### src/rtl/pal_pkg.sv
`timescale 1ns / 1ps

package pal_pkg;

   // Storage geometry
   localparam int CAPACITY   = 64;
   localparam int DATA_WIDTH = 32;
   localparam int IDX_W      = $clog2(CAPACITY);
   localparam int CNT_W      = $clog2(CAPACITY + 1);

   // Fixed word field widths
   localparam int OP_W    = 3;
   localparam int POS_W   = 6;
   localparam int VALUE_W = 32;
   localparam int FIDX_W  = 6;
   localparam int COUNT_W = 7;

   // Operation codes
   localparam logic [OP_W-1:0] OP_INSERT = 3'd0;
   localparam logic [OP_W-1:0] OP_DELETE = 3'd1;
   localparam logic [OP_W-1:0] OP_GET    = 3'd2;
   localparam logic [OP_W-1:0] OP_SET    = 3'd3;
   localparam logic [OP_W-1:0] OP_LOCATE = 3'd4;

   // Command broadcast to every cell, flags set only for accepted operations
   typedef struct packed {
      logic                  go;     // a word was taken this cycle
      logic                  ins;
      logic                  del;
      logic                  wr;
      logic                  rd;
      logic                  loc;
      logic [IDX_W-1:0]      pos;
      logic [DATA_WIDTH-1:0] data;
      logic [CNT_W-1:0]      count;
   } cmd_type;

endpackage

### src/rtl/pal_cell.sv
`timescale 1ns / 1ps

// One list slot: shifts from a neighbor, takes a write, compares for locate.
module pal_cell (
   input  logic                               clock,
   input  logic                               reset,
   input  logic [pal_pkg::IDX_W-1:0]          cell_idx,
   input  pal_pkg::cmd_type                   cmd,
   input  logic [pal_pkg::DATA_WIDTH-1:0]     prev_entry,
   input  logic [pal_pkg::DATA_WIDTH-1:0]     next_entry,
   output logic [pal_pkg::DATA_WIDTH-1:0]     entry,
   output logic                               hit,
   output logic                               rd_hit,
   output logic [pal_pkg::DATA_WIDTH-1:0]     rdata
);

   logic [pal_pkg::DATA_WIDTH-1:0] entry_ff, entry_in;
   logic                           hit_ff, hit_in;
   logic                           rd_hit_ff, rd_hit_in;
   logic [pal_pkg::DATA_WIDTH-1:0] rdata_ff, rdata_in;
   logic                           at_pos, above_pos, occupied;

   assign at_pos    = (cell_idx == cmd.pos);
   assign above_pos = (cell_idx > cmd.pos);
   assign occupied  = (pal_pkg::CNT_W'(cell_idx) < cmd.count);

   // Entry update: insert pulls from below, delete pulls from above
   always_comb begin
      entry_in = entry_ff;
      if (cmd.ins && above_pos) begin
         entry_in = prev_entry;
      end else if ((cmd.ins || cmd.wr) && at_pos) begin
         entry_in = cmd.data;
      end else if (cmd.del && (above_pos || at_pos)) begin
         entry_in = next_entry;
      end
   end

   // Per-cell read select and locate match, against the old contents
   always_comb begin
      rd_hit_in = cmd.rd && at_pos;
      hit_in    = cmd.loc && occupied && (entry_ff == cmd.data);
      rdata_in  = rd_hit_in ? entry_ff : '0;
   end

   // Read and match flags are held from acceptance until the next word
   always_ff @(posedge clock) begin
      entry_ff <= entry_in;
      if (cmd.go) begin
         rdata_ff <= rdata_in;
      end
   end

   always_ff @(posedge clock) begin
      if (reset) begin
         hit_ff    <= 1'b0;
         rd_hit_ff <= 1'b0;
      end else if (cmd.go) begin
         hit_ff    <= hit_in;
         rd_hit_ff <= rd_hit_in;
      end
   end

   assign entry  = entry_ff;
   assign hit    = hit_ff;
   assign rd_hit = rd_hit_ff;
   assign rdata  = rdata_ff;

endmodule

### config.mk
export PLATFORM = sky130hd
export DESIGN_NAME = pal_cell
export DESIGN_NICKNAME = d
export VERILOG_FILES = /design/src/rtl/pal_pkg.sv /design/src/rtl/pal_cell.sv
export SDC_FILE = /design/constraint.sdc
export NUM_CORES = 1
export LEC_CHECK = 0
export BUFFER_PORTS_ARGS = -buffer_cell sky130_fd_sc_hd__buf_2
export CAP_MARGIN = 10
export CORE_MARGIN = 1.5
export CORE_UTILIZATION = 23
export CTS_CLUSTER_SIZE = 40
export DETAILED_ROUTE_END_ITERATION = 8
export SLEW_MARGIN = 10
export SYNTH_ARGS = -nofsm -noshare
export SYNTH_HDL_FRONTEND = slang
export SYNTH_SLANG_ARGS = --single-unit
### constraint.sdc
create_clock -name clock -period 2.38 [get_ports clock]
set_input_delay 0.476 -clock clock [delete_from_list [all_inputs] [get_ports clock]]
set_output_delay 0.476 -clock clock [all_outputs]
set_load 0.02 [all_outputs]
# [Word level (Yosys, flattened, before mapping)]
# Index checks and enable logic that the tools add are counted.
[classes] n_eq_ne=2 reduce_logical=9 order_cmp=2 muxes=3
[ops] op="$mux W32" count=3
[ops] op="$eq A32 B32 Y1" count=1
[ops] op="$lt A6 B7 Y1" count=1
[ops] op="$eq A6 B6 Y1" count=1
[ops] op="$gt A6 B6 Y1" count=1
[ops] op="$logic_and A1 B1 Y1" count=6
[ops] op="$reduce_bool A3 Y1" count=1
[ops] op="$logic_or A1 B1 Y1" count=2
[word_totals] reg_bits=66

# [Longest topological paths before layout]
[depth] word_depth=6 ltp_mapped=9 mapped_depth_nobuf=7

# [Least setup slack after synthesis]
# No wires, ideal clock.
[synth_timing] path_kind="input port to flip-flop" start="input port cmd[43] in the netlist's numbering" end="register entry_ff (netlist bit entry[0]) (enable)" setup_slack_ns=-0.187 path_stages=7 setup_time_ns=0.389 n_path_buf=1 arrival_time_ns=2.177 cell_sequence="inv_1 -> ha_1 -> nand4_2 -> nor2_4 -> clkbuf_1 -> o22ai_1 -> nand2_1"
[synth_between] elab_chain_cells=4
[synth_rtl] item="start, declared" line_no="pal_cell.sv:8" text="input pal_pkg::cmd_type cmd,"
[synth_rtl] item="$gt A6 B6 Y1 / $eq A6 B6 Y1 (equally long branches)" line_no="pal_cell.sv:24, pal_cell.sv:23"
[synth_rtl] item="$logic_or A1 B1 Y1" line_no="pal_cell.sv:34" text="end else if (cmd.del && (above_pos || at_pos)) begin"
[synth_rtl] item="$logic_and A1 B1 Y1" line_no="pal_cell.sv:34"
[synth_rtl] item="$reduce_bool A3 Y1 (no source line) (*)"
[synth_rtl] item="end signal, assigned" line_no="pal_cell.sv:48" text="entry_ff <= entry_in;"
[synth_rtl] item="end, declared" line_no="pal_cell.sv:17" text="logic [pal_pkg::DATA_WIDTH-1:0] entry_ff, entry_in;"
# Mark *: on every way between the ends. The rest lies on a longest branch, timed or not.
# A chain may end at the register's enable or synchronous reset.

# [Final worst setup path]
[layout_timing] start="input port cell_idx[4] in the netlist's numbering" end="register entry_ff (netlist bit entry[16]) (data pin)"
[layout_between] elab_chain_cells=4
[layout_rtl] item="start, declared" line_no="pal_cell.sv:7" text="input logic [pal_pkg::IDX_W-1:0] cell_idx,"
[layout_rtl] item="branches (longest 3 deep; another with $gt A6 B6 Y1)"
[layout_rtl] item="$mux W32 (*)" line_no="pal_cell.sv:30" text="if (cmd.ins && above_pos) begin"
[layout_rtl] item="named net entry_in (one bit)" line_no="pal_cell.sv:17"
# Mark *: on every way through the listed nets, which the timed path passes.

==> impl_metrics.yaml <==
clock_network:
  htree_levels: 3
  ctsHoldBuffers: 0
  cts_buffers: 9
  cts.root.buffer_cell: "clkbuf_16"
  postCtsResizedCells: 0
  cts_setup_buffers: 0
  cts_buffer_depth: 2
  clock-sinks: 66
  insertion_delay_ns: 0.33
  clkTransAtPathRegs_ns: 0.05
  cts_tree: "built"
route:
  finalWirelength_mm: 12.0
  ant_nets: 0
  detail_route.wl_per_cell_um: 17.4
  drcViolationCount: 0
  vias: 2978
  viasPerCell: 4.32
  drt-initial-drc-count: 101
  drt-pass1-iter-count: 4
worst_setup_path:
  crit_buf_inv: 3
  ff2ff_path_depth: 5
  cp_cell_sequence: "buf_2, ha_1, nand4_2, buf_4, o221ai_2, and3b_2, buf_12, mux2_4"
  critPathCaptureType: "flip-flop"
  max_stage_delay_ns: 0.32
  cpMaxStageDelayCell: "ha_1"
  crit_cells: 8
  critPathKind: "in2reg"
  worst_ep_arrival_time_ns: 2.19
  crit_fanout: 18
  crit_family: "buffers and inverters"
  cp.required_ns: 2.46
  startpoint_type: "input port"
timing:
  period_share: 0.888
  setup_violations: 0
  grt_setup_unrepaired: "no"
  slew_headroom: 0.611
  period_needed_ns: 2.11
  holdWs_ns: 0.333
  final_max_slew_viol_count: 0
  finClkSkew_ns: 0.00602
  finalSetupTns_ns: 0
  finalHoldViolCount: 0
  maxClockFrequency_ghz: 0.473
  tightest_slew_ns: 0.584
  setup_slack_ns: 0.267
place:
  dpl.hpwl_mm: 9.40
  place_congestion: 0.834
  post-place-ws_ns: -0.0916
  portBuffers: 188
  place_inst: 675
min_path:
  hold_path_class: "in2reg"
  hold_path_depth: 2
run:
  cap_violations: 0
floorplanning:
  die_h_um: 132
  die_w_um: 132
  rows: 46
  start_util: 0.237
  core_area_mm2: 0.0161
  die_area_mm2: 0.0174
  pin_count: 189
synthesis:
  synth_largest_area_cell: "edfxtp_1"
  synth_cells: 269
  avgSynthCellArea_um2: 14.2
  synth_cell_type_count: 33
  ys.warnings.count: 0
  synth_top_area_frac: 0.504
  ys_ff_latch: 66
  synthesis.area_mm2: 0.00381
  yosysSeqAreaShare: 0.514
  syn-num-nets: 403
  synth_area_leaders: "edfxtp_1 50%, mux2_4 12%, mux2_1 9.4%"
global_routing:
  grt_pass1_wl_mm: 18.5
  grt_pass1_vias: 3257
  grt_overflow_total: 0
  grt_max_degree: 34
  grt_usage: 0.142
  antenna_found_initial: 0
finish:
  n_antenna_cell: 0
  nets: 604
  drive_above_1_share: 0.535
  final_cells: 689
  utilization: 0.333
  syn_to_final_growth_pct: 40.3
outcome:
  status: "finished clean"
power_and_ir_drop:
  power.density_cell_area_mw_per_mm2: 645
  ir_worst_vdd_mv: 0.302
  leakage_nw: 2.50
==> cell type report <==
class / instances / area (µm²)
clock buffers: 9 / 225
clock inverters: 5 / 23.8
fillers: 1630 / 10700
inverters: 14 / 52.6
multi-input cells: 176 / 1700
flip-flops and latches: 66 / 1960
well taps: 216 / 270
repair buffers: 203 / 1120
==> cells in the mapped netlist <==
library cell  number
nand2b_1           2
a21oi_1            3
a31oi_1            1
mux2_2             2
nand2_1            4
o22ai_1            2
nor2_1             1
nand4_2            1
clkbuf_1           6
nand4_1            6
a21o_1             3
nor4_1             2
o221ai_2           1
a21oi_2            1
o21a_2             1
mux2_4            30
ha_1              11
o21ai_0            1
mux2_1            32
o2111ai_1          1
edfxtp_1          64
and3b_1            1
buf_6              7
nor2_4             1
nand3_1            1
dfxtp_1            2
xnor2_1           27
nor3_1             2
nor2b_1            1
inv_1             14
nand4b_1           1
xor2_1             5
and3_1            32
==> where the power goes <==
group | switching (mW) | leakage [nW] | total (mW) | internal (mW)
clock network | 0.467 | 0.120 | 1.15 | 0.679
registers | 0.0926 | 0.664 | 1.51 | 1.41
logic | 0.432 | 1.71 | 0.802 | 0.370
total | 0.991 | 2.50 | 3.45 | 2.46
==> worst register-to-register path, stage by stage (launching register included) <==
cell	delay (ns)
edfxtp_1	0.41
xnor2_1	0.38
nand4_1	0.18
nor4_1	0.45
o2111ai_1	0.18
o22ai_1	0.14
==> cell usage in the layout, fill, tap and decap left out, types with 2 or more instances in the layout <==
master,instances
buf_2,188
edfxtp_1,64
mux2_1,32
and3_1,32
mux2_4,30
xnor2_1,27
inv_1,14
ha_1,11
buf_4,10
clkbuf_16,9
nand4_1,6
xor2_1,5
buf_12,5
nand2_1,3
a21o_1,3
a21oi_1,3
clkinv_1,3
mux2_2,2
o22ai_1,2
nand2b_1,2
nor3_1,2
nor4_1,2
dfxtp_1,2
==> per-stage QoR <==
| step | total power, mW | instance area, µm² |
|---|---|---|
| 2_1_floorplan | 1.97 | 3820 |
| 3_5_place_dp | 2.35 | 5100 |
| 6_report | 3.45 | 5350 |
| 5_1_grt | 3.62 | 5350 |
| 4_1_cts | 3.52 | 5350 |
| 3_3_place_gp | 2.33 | 5100 |
==> cells by family after synthesis <==
family                   after synthesis  share of synthesized area
buffers and inverters                 27                     0.0404
multiplexers                          64                      0.219
XOR/XNOR                              32                     0.0735
AND/OR/NAND/NOR                       55                     0.0902
AO/OA/AOI/OAI                         14                     0.0269
flip-flops                            66                      0.514
adder cells (fa/ha/maj)               11                     0.0361
==> sequential cells by signal, indices dropped and copies added (netlist names) <==
register,flops
rdata,32
hit,1
entry,32
rd_hit,1
==> per-layer routing <==
metal | vias up | wire [µm] | global-route usage | part of all wire
li1 | 1408 | - | - | -
met2 | 124 | 5830 | 0.241 | 0.49
met1 | 1421 | 5140 | 0.168 | 0.43
met4 | 0 | 364 | 0.0630 | 0.030
met5 | - | 0 | 0 | 0
met3 | 25 | 636 | 0.0388 | 0.053
==> worst paths after layout <==
path	from	to	slack [ns]
setup / recovery	cell_idx[4]	entry[16]$_DFFE_PP_	0.27
hold reg to reg	hit$_SDFFE_PP0P_	hit$_SDFFE_PP0P_	0.49
setup reg to reg	entry[9]$_DFFE_PP_	hit$_SDFFE_PP0P_	0.57
hold / removal	reset	rd_hit$_SDFFE_PP0P_	0.33
No activity file was read; power rests on OpenSTA's default activity.
